===== src/design/vmic_pkg.sv =====
// Shared types and constants for the valve mode and interlock controller.
`default_nettype none

package vmic_pkg;

    localparam int DELAY_BITS_DEFAULT = 16;
    localparam int TICKS_W            = 16;
    localparam int CFG_DATA_W         = 16;
    localparam int CFG_INDEX_W        = 3;
    localparam int IN_TDATA_W         = 16;
    localparam int OUT_TDATA_W        = 16;
    localparam int STATUS_W           = 8;

    // Status bits that count as a fault (open fault, close fault, interlock, estop).
    localparam logic [15:0] FAULT_MASK = 16'hFFF0;

    typedef enum logic [1:0] {
        MODE_OUT_OF_SERVICE = 2'd0,
        MODE_LOCAL          = 2'd1,
        MODE_AUTOMATIC      = 2'd2,
        MODE_MANUAL         = 2'd3
    } mode_t;

    typedef enum logic [CFG_INDEX_W-1:0] {
        REG_SIMULATION_ON         = 3'd0,
        REG_OPEN_CONTACT_USED     = 3'd1,
        REG_CLOSED_CONTACT_USED   = 3'd2,
        REG_INTERLOCK_USED        = 3'd3,
        REG_MUTEX_USED            = 3'd4,
        REG_INTERLOCK_FORCES_OPEN = 3'd5,
        REG_OPEN_FAULT_TICKS      = 3'd6,
        REG_CLOSE_FAULT_TICKS     = 3'd7
    } reg_index_t;

endpackage

`default_nettype wire


===== src/design/valve_mode_interlock_controller.sv =====
// Output: the result of an input transfer is registered and shown on the master side in the next cycle.
// Throughput: one scan tick per clock cycle; the output register frees as it is taken,
// so the slave side stalls only while an untaken result waits and m_tready is low.
// Reset: rst_n clears all latches, fault counters, held outputs and configuration
// registers asynchronously; no clearing pass is needed.
`default_nettype none

module valve_mode_interlock_controller #(
    parameter int DELAY_BITS = vmic_pkg::DELAY_BITS_DEFAULT
) (
    input  wire logic                                clk,
    input  wire logic                                rst_n,
    // Scan tick input.
    input  wire logic                                s_tvalid,
    output logic                                     s_tready,
    // [1:0] op_mode, [2] open_command, [3] close_command, [4] reset_command,
    // [5] open_contact, [6] closed_contact, [7] estop_input, [8] stop_request,
    // [9] interlock_request, [10] mutex_request, [11] auto_open_request, [15:12] zero
    input  wire logic [vmic_pkg::IN_TDATA_W-1:0]     s_tdata,
    // Result output.
    output logic                                     m_tvalid,
    input  wire logic                                m_tready,
    // [7:0] status_word, [8] fault_flag, [9] valve_drive, [10] in_service, [15:11] zero
    output logic [vmic_pkg::OUT_TDATA_W-1:0]         m_tdata,
    // Configuration write port.
    input  wire logic                                cfg_we,
    input  wire logic [vmic_pkg::CFG_INDEX_W-1:0]    cfg_index,
    input  wire logic [vmic_pkg::CFG_DATA_W-1:0]     cfg_data
);

    localparam int CMP_W = (DELAY_BITS > vmic_pkg::TICKS_W) ? DELAY_BITS : vmic_pkg::TICKS_W;

    // Configuration registers.
    logic                          simulation_on_reg;
    logic                          open_contact_used_reg;
    logic                          closed_contact_used_reg;
    logic                          interlock_used_reg;
    logic                          mutex_used_reg;
    logic                          interlock_forces_open_reg;
    logic [vmic_pkg::TICKS_W-1:0]  open_fault_ticks_reg;
    logic [vmic_pkg::TICKS_W-1:0]  close_fault_ticks_reg;

    // Controller state.
    logic                          open_state_reg, open_state_next;
    logic                          estop_latch_reg, estop_latch_next;
    logic                          interlock_latch_reg, interlock_latch_next;
    logic                          manual_open_latch_reg, manual_open_latch_next;
    logic [DELAY_BITS-1:0]         open_fault_count_reg, open_fault_count_next;
    logic [DELAY_BITS-1:0]         close_fault_count_reg, close_fault_count_next;
    logic                          held_fault_reg, held_fault_next;
    logic                          held_drive_reg, held_drive_next;

    // Output stage.
    logic                               m_tvalid_reg;
    logic [vmic_pkg::OUT_TDATA_W-1:0]   m_tdata_reg, m_tdata_next;

    // Unpacked input fields.
    vmic_pkg::mode_t  op_mode;
    logic             open_command;
    logic             close_command;
    logic             reset_command;
    logic             open_contact;
    logic             closed_contact;
    logic             estop_input;
    logic             stop_request;
    logic             interlock_request;
    logic             mutex_request;
    logic             auto_open_request;

    logic             in_xfer;

    assign op_mode           = vmic_pkg::mode_t'(s_tdata[1:0]);
    assign open_command      = s_tdata[2];
    assign close_command     = s_tdata[3];
    assign reset_command     = s_tdata[4];
    assign open_contact      = s_tdata[5];
    assign closed_contact    = s_tdata[6];
    assign estop_input       = s_tdata[7];
    assign stop_request      = s_tdata[8];
    assign interlock_request = s_tdata[9];
    assign mutex_request     = s_tdata[10];
    assign auto_open_request = s_tdata[11];

    assign s_tready = !m_tvalid_reg || m_tready;
    assign in_xfer  = s_tvalid && s_tready;
    assign m_tvalid = m_tvalid_reg;
    assign m_tdata  = m_tdata_reg;

    always_comb
    begin
        logic                          ok_open;
        logic                          ok_close;
        logic                          mutex;
        logic                          open_flt;
        logic                          close_flt;
        logic                          block;
        logic                          manual_latch;
        logic [vmic_pkg::STATUS_W-1:0] word;
        logic [vmic_pkg::STATUS_W-1:0] status;
        logic                          fault_out;
        logic                          drive_out;
        logic                          in_service;

        open_state_next        = open_state_reg;
        estop_latch_next       = estop_latch_reg;
        interlock_latch_next   = interlock_latch_reg;
        manual_open_latch_next = manual_open_latch_reg;
        open_fault_count_next  = open_fault_count_reg;
        close_fault_count_next = close_fault_count_reg;
        held_fault_next        = held_fault_reg;
        held_drive_next        = held_drive_reg;

        ok_open      = 1'b0;
        ok_close     = 1'b0;
        mutex        = 1'b0;
        open_flt     = 1'b0;
        close_flt    = 1'b0;
        block        = 1'b0;
        manual_latch = manual_open_latch_reg;
        word         = '0;
        status       = '0;
        fault_out    = held_fault_reg;
        drive_out    = held_drive_reg;
        in_service   = 1'b1;

        case (op_mode)
            vmic_pkg::MODE_OUT_OF_SERVICE:
            begin
                open_state_next      = 1'b0;
                estop_latch_next     = 1'b0;
                interlock_latch_next = 1'b0;
                in_service           = 1'b0;
            end

            vmic_pkg::MODE_LOCAL:
            begin
                open_state_next      = open_contact;
                estop_latch_next     = estop_input;
                interlock_latch_next = 1'b0;
                status = {estop_input, 4'b0000, closed_contact, open_contact, open_contact};
            end

            default:
            begin
                // Expected feedback for the position commanded before this tick.
                if (simulation_on_reg || (!open_contact_used_reg && !closed_contact_used_reg))
                begin
                    ok_open  = open_state_reg;
                    ok_close = !open_state_reg;
                end
                else if (open_contact_used_reg && closed_contact_used_reg)
                begin
                    ok_open  = open_state_reg && open_contact && !closed_contact;
                    ok_close = !open_state_reg && !open_contact && closed_contact;
                end
                else if (open_contact_used_reg)
                begin
                    ok_open  = open_state_reg && open_contact;
                    ok_close = !open_state_reg && !open_contact;
                end
                else
                begin
                    ok_open  = open_state_reg && !closed_contact;
                    ok_close = !open_state_reg && closed_contact;
                end

                if (estop_input || stop_request)
                    estop_latch_next = 1'b1;
                else if (reset_command)
                    estop_latch_next = 1'b0;

                if (!interlock_used_reg)
                    interlock_latch_next = 1'b0;
                else if (interlock_request)
                    interlock_latch_next = 1'b1;
                else if (reset_command)
                    interlock_latch_next = 1'b0;

                mutex = mutex_request && mutex_used_reg;

                // Open fault on-delay: counts up while the mismatch lasts, saturating.
                if (open_state_reg && !ok_open)
                begin
                    if ((CMP_W'(open_fault_count_reg) < CMP_W'(open_fault_ticks_reg)) &&
                        (open_fault_count_reg != '1))
                        open_fault_count_next = open_fault_count_reg + DELAY_BITS'(1);
                    open_flt = CMP_W'(open_fault_count_next) >= CMP_W'(open_fault_ticks_reg);
                end
                else
                begin
                    open_fault_count_next = '0;
                end

                // Close fault on-delay.
                if (!open_state_reg && !ok_close)
                begin
                    if ((CMP_W'(close_fault_count_reg) < CMP_W'(close_fault_ticks_reg)) &&
                        (close_fault_count_reg != '1))
                        close_fault_count_next = close_fault_count_reg + DELAY_BITS'(1);
                    close_flt = CMP_W'(close_fault_count_next) >=
                                CMP_W'(close_fault_ticks_reg);
                end
                else
                begin
                    close_fault_count_next = '0;
                end

                if (op_mode == vmic_pkg::MODE_AUTOMATIC)
                begin
                    if (interlock_forces_open_reg)
                        open_state_next = interlock_latch_next ||
                                          (auto_open_request && !estop_latch_next && !mutex);
                    else
                        open_state_next = auto_open_request && !estop_latch_next &&
                                          !interlock_latch_next && !mutex;
                end
                else
                begin
                    block = estop_latch_next || mutex ||
                            (!interlock_forces_open_reg && interlock_latch_next);
                    if (open_command && !block)
                        manual_latch = 1'b1;
                    if (close_command || block)
                        manual_latch = 1'b0;
                    manual_open_latch_next = manual_latch;
                    open_state_next = manual_latch ||
                                      (interlock_forces_open_reg && interlock_latch_next);
                end

                word = {estop_latch_next, interlock_latch_next, close_flt, open_flt,
                        mutex, closed_contact, open_contact, open_state_next};
                status          = word;
                held_fault_next = |(word & vmic_pkg::FAULT_MASK[vmic_pkg::STATUS_W-1:0]);
                held_drive_next = simulation_on_reg ? 1'b0 : open_state_next;
                fault_out       = held_fault_next;
                drive_out       = held_drive_next;
            end
        endcase

        m_tdata_next = {5'b00000, in_service, drive_out, fault_out, status};
    end

    always_ff @(posedge clk or negedge rst_n)
    begin
        if (!rst_n)
        begin
            simulation_on_reg         <= 1'b0;
            open_contact_used_reg     <= 1'b0;
            closed_contact_used_reg   <= 1'b0;
            interlock_used_reg        <= 1'b0;
            mutex_used_reg            <= 1'b0;
            interlock_forces_open_reg <= 1'b0;
            open_fault_ticks_reg      <= '0;
            close_fault_ticks_reg     <= '0;
        end
        else if (cfg_we)
        begin
            case (vmic_pkg::reg_index_t'(cfg_index))
                vmic_pkg::REG_SIMULATION_ON:         simulation_on_reg         <= cfg_data[0];
                vmic_pkg::REG_OPEN_CONTACT_USED:     open_contact_used_reg     <= cfg_data[0];
                vmic_pkg::REG_CLOSED_CONTACT_USED:   closed_contact_used_reg   <= cfg_data[0];
                vmic_pkg::REG_INTERLOCK_USED:        interlock_used_reg        <= cfg_data[0];
                vmic_pkg::REG_MUTEX_USED:            mutex_used_reg            <= cfg_data[0];
                vmic_pkg::REG_INTERLOCK_FORCES_OPEN: interlock_forces_open_reg <= cfg_data[0];
                vmic_pkg::REG_OPEN_FAULT_TICKS:
                    open_fault_ticks_reg  <= cfg_data[vmic_pkg::TICKS_W-1:0];
                vmic_pkg::REG_CLOSE_FAULT_TICKS:
                    close_fault_ticks_reg <= cfg_data[vmic_pkg::TICKS_W-1:0];
                default:
                begin
                end
            endcase
        end
    end

    always_ff @(posedge clk or negedge rst_n)
    begin
        if (!rst_n)
        begin
            open_state_reg        <= 1'b0;
            estop_latch_reg       <= 1'b0;
            interlock_latch_reg   <= 1'b0;
            manual_open_latch_reg <= 1'b0;
            open_fault_count_reg  <= '0;
            close_fault_count_reg <= '0;
            held_fault_reg        <= 1'b0;
            held_drive_reg        <= 1'b0;
        end
        else if (in_xfer)
        begin
            open_state_reg        <= open_state_next;
            estop_latch_reg       <= estop_latch_next;
            interlock_latch_reg   <= interlock_latch_next;
            manual_open_latch_reg <= manual_open_latch_next;
            open_fault_count_reg  <= open_fault_count_next;
            close_fault_count_reg <= close_fault_count_next;
            held_fault_reg        <= held_fault_next;
            held_drive_reg        <= held_drive_next;
        end
    end

    always_ff @(posedge clk or negedge rst_n)
    begin
        if (!rst_n)
            m_tvalid_reg <= 1'b0;
        else if (s_tready)
            m_tvalid_reg <= s_tvalid;
    end

    // The result register loads whenever a new tick is taken.
    always_ff @(posedge clk)
    begin
        if (in_xfer)
            m_tdata_reg <= m_tdata_next;
    end

endmodule

`default_nettype wire


===== config.mk =====
export PLATFORM = sky130hd
export DESIGN_NAME = valve_mode_interlock_controller
export DESIGN_NICKNAME = d
export VERILOG_FILES = /design/src/design/vmic_pkg.sv /design/src/design/valve_mode_interlock_controller.sv
export SDC_FILE = /design/constraint.sdc
export NUM_CORES = 1
export LEC_CHECK = 0
export BUFFER_PORTS_ARGS = -buffer_cell sky130_fd_sc_hd__clkbuf_2
export CAP_MARGIN = 15
export CORE_ASPECT_RATIO = 2
export CORE_MARGIN = 3
export CORE_UTILIZATION = 55
export DETAILED_ROUTE_END_ITERATION = 6
export GPL_TIMING_DRIVEN = 0
export HOLD_SLACK_MARGIN = 0.08
export PLACE_DENSITY_LB_ADDON = 0.3
export SKIP_CTS_REPAIR_TIMING = 1
export SLEW_MARGIN = 20
export SYNTH_ARGS = -nofsm -noshare
export SYNTH_HDL_FRONTEND = slang
export SYNTH_SLANG_ARGS = --single-unit

===== constraint.sdc =====
create_clock -name clk -period 4.4 [get_ports clk]
set_clock_uncertainty 0.1 [all_clocks]
set_input_delay 0.66 -clock clk [delete_from_list [all_inputs] [get_ports clk]]
set_output_delay 0.66 -clock clk [all_outputs]
set_load 0.01 [all_outputs]

==> reports/qor.yml <==
cells_and_area:
  stdcell_count: 880
  n_antenna_cell: 0
  drive_gt1_frac: 0.2216
  fill_cells: 874
  nets: 839
  syn_to_final_growth_pct: 16.25
  multi_input_area_mm2: 0.003807
  seq_area_mm2: 0.002262
pwr:
  ir_drop_mv: 0.2898
  p_per_area_mw_per_mm2: 331.4
  cellLeakagePower_nw: 3.397
  p_total_mw: 2.394
placement:
  dp_cells: 856
  gp_congestion: 0.9113
  pre_cts_ws_ns: -0.4022
  dp_hpwl_mm: 12.98
  portBuffers: 45
timing:
  fin_setup_tns_ns: -0.03015
  hold_viol: 0
  finalSetupViolCount: 1
  slew_violations: 0
  min_period_over_period: 1.007
  slew_headroom: 0.3562
  fmax_mhz: 225.7
  fin_crit_ns: 4.430
  tightestPinTransition_ns: 0.9599
  worst_slack_ns: -0.03015
routing:
  drt_iter0_markers: 416
  routed_wl_mm: 17.36
  firstDrtPassIters: 7
  wl_per_cell_um: 19.73
  drc: 0
  vias: 5568
  ant_nets: 0
  avgViaCountPerCell: 6.327
run_status:
  status: "complete, but fails checks"
  violations: "negative setup slack"
worst_setup_path:
  worstSetupPathType: "flip-flop to flip-flop"
  cpMaxStageDelayCell: "or4_1"
  crit_fanout: 10
  start_kind: "flip-flop"
  rrSetupSlack_ns: -0.03
  critPathArrivalTime_ns: 4.42
  critPathMaxStageDelay_ns: 0.51
  r2r-end: "m_tdata[8]$_DFFE_PP_"
  cp-end-kind: "flip-flop"
  reg2reg_depth: 16
  startpoint: "open_fault_count_reg[13]$_DFFE_PN0P_"
  worstPathRequired_ns: 4.39
  r2r-start: "open_fault_count_reg[13]$_DFFE_PN0P_"
  crit_end: "m_tdata[8]$_DFFE_PP_"
  worstPathCellList: "ha_1 -> and4_4 -> and3_4 -> a221o_1 -> or3_1 -> buf_6 -> buf_6 -> nor2_4 -> xnor2_2 -> ha_1 -> nand2b_4 -> a2111oi_4 -> a2111oi_2 -> or4_1 -> nand3_2 -> a31oi_1"
floorplanning:
  core_mm2: 0.01095
  io_pins: 58
  placementRows: 54
  initial_utilization: 0.5677
  dieWidth_um: 81.16
  dieArea_mm2: 0.01269
  dieHeight_um: 156.3
clocking:
  clock-root-buffer: "clkbuf_16"
  tritoncts: "yes"
  htree_levels: 3
  ctsLongestPathBuffers: 2
  cts_buffers: 9
  cts_sinks: 88
  worstSkewPairLatency_ns: 0.35
  path_clk_slew_ns: 0.07
synth:
  ys_warn_count: 0
  synth_edf_count: 11
  synth_cells: 666
  async_flop_share: 0.8750
  avgSynthCellArea_um2: 9.330
  ys.flop_type: "dfrtp_1"
  netlist_area_mm2: 0.006213
  ys_types: 67
  ys_seq_area_frac: 0.3633
  synth_area_leaders: "dfrtp_1, ha_1, mux2_2"
  synth_top_area_frac: 0.3101
  synth_seq_cells: 88
  yosysTopAreaCell: "dfrtp_1"
grt:
  grt.overflow.total: 0
  grt_usage: 0.2809
  grt_pass1_wl_mm: 27.42
  antenna_found_initial: 0
  first_global_vias: 5841
  grt_max_degree: 53
hold_path:
  min_path_type: "input pin to asynchronous set/reset pin"
job:
  maxCapViolCount: 0
-- power by group --
group	total, mW	leakage [nW]	switching, mW	internal (mW)
logic	0.543	2.15	0.307	0.236
clock network	0.858	0.160	0.353	0.505
registers	0.993	1.09	0.0697	0.924
-- cell usage after synthesis, types with 7 or more instances --
| cell type | number |
|---|---|
| nor2_1 | 38 |
| nand4_1 | 16 |
| a21oi_1 | 22 |
| and3_1 | 9 |
| clkbuf_1 | 23 |
| nand2b_1 | 9 |
| o21ai_0 | 25 |
| inv_1 | 39 |
| nand3_1 | 33 |
| a22oi_1 | 7 |
| ha_1 | 64 |
| nor3_1 | 27 |
| o211ai_1 | 9 |
| xnor2_1 | 9 |
| edfxtp_1 | 11 |
| nand2_1 | 70 |
| nor4_1 | 10 |
| xor2_1 | 20 |
| dfrtp_1 | 77 |
| mux2_2 | 42 |
-- logic make-up after synthesis --
logic type / synth area share
muxes: 0.07612
xor gates and xnor gates: 0.04088
and+or+nand+nor: 0.2060
AOI/OAI and AO/OA: 0.1307
other: 0.0006035
DFF: 0.3633
buffers and inverters: 0.05356
adders and majority gates: 0.1289
-- layout by cell type (no fill, tap or decap), types with 4 or more instances in the layout --
cell type and count:
buf_4 13, clkbuf_2 44, nand2_1 70, and2_1 4, o21ai_0 24, inv_1 36
a22oi_1 7, a31oi_1 4, nand4_1 16, nor3_2 4, dfrtp_2 4, o211ai_1 9
clkbuf_16 9, and3_1 9, clkbuf_1 22, nor3_1 20, mux2_2 41, or2_2 4
buf_2 5, edfxtp_1 11, o311ai_0 6, xor2_1 19, nand3_1 32, nor2_1 36
ha_1 62, a211oi_1 6, dfrtp_1 73, nand2b_1 8, xnor2_1 8, a21oi_1 22
nor4_1 9, conb_1 5, or4_1 6
-- layout make-up --
cell class | instances | area share
buffer | 37 | 0.02633
clock buffer | 9 | 0.03118
clock inverter | 7 | 0.01403
inverter | 39 | 0.02027
multi-input combinational | 506 | 0.5271
sequential | 88 | 0.3132
tap | 140 | 0.02425
timing repair buffer | 54 | 0.04365
-- critical path, delay by kind of cell (launching register included) --
| family | cells | cell delay (ns) |
|---|---|---|
| adders and majority gates | 2 | 0.62 |
| AOI/OAI and AO/OA | 4 | 0.90 |
| buffers and inverters | 2 | 0.31 |
| DFF | 1 | 0.45 |
| xor gates and xnor gates | 1 | 0.08 |
| and+or+nand+nor | 7 | 1.71 |
-- per-stage QoR --
stage               instance area, um^2  utilization  hold WS, ns
CTS                                6985       0.6382       0.1624
finish                             7223       0.6599       0.1514
global route                       7223       0.6599       0.1776
floorplan                          6228            -       0.2644
global placement                   6629       0.6056       0.3707
detailed placement                 6659       0.6084       0.3931
-- per-layer routing --
metal	up-vias	share of wire	GRT usage	wire length [um]
li1	2570	-	-	-
met5	-	0	0	0
met3	94	0.042	0.03456	736
met2	255	0.54	0.5198	9392
met4	0	0.077	0.1982	1330
met1	2649	0.34	0.2767	5902
-- how the worst min path moves through the flow --
stage | from | to | slack, ns | depth (start not counted)
CTS | rst_n | estop_latch_reg$_DFFE_PN0P_ | 0.16 | 1
floorplan | rst_n | close_fault_count_reg[0]$_DFFE_PN0P_ | 0.26 | 0
finish | rst_n | estop_latch_reg$_DFFE_PN0P_ | 0.15 | 1
detailed placement | open_fault_ticks_reg[14]$_DFFE_PN0P_ | open_fault_ticks_reg[14]$_DFFE_PN0P_ | 0.39 | 1
global placement | manual_open_latch_reg$_DFFE_PN0P_ | manual_open_latch_reg$_DFFE_PN0P_ | 0.37 | 2
global route | rst_n | estop_latch_reg$_DFFE_PN0P_ | 0.18 | 1
Note: power is estimated with default switching activity, not from simulation.
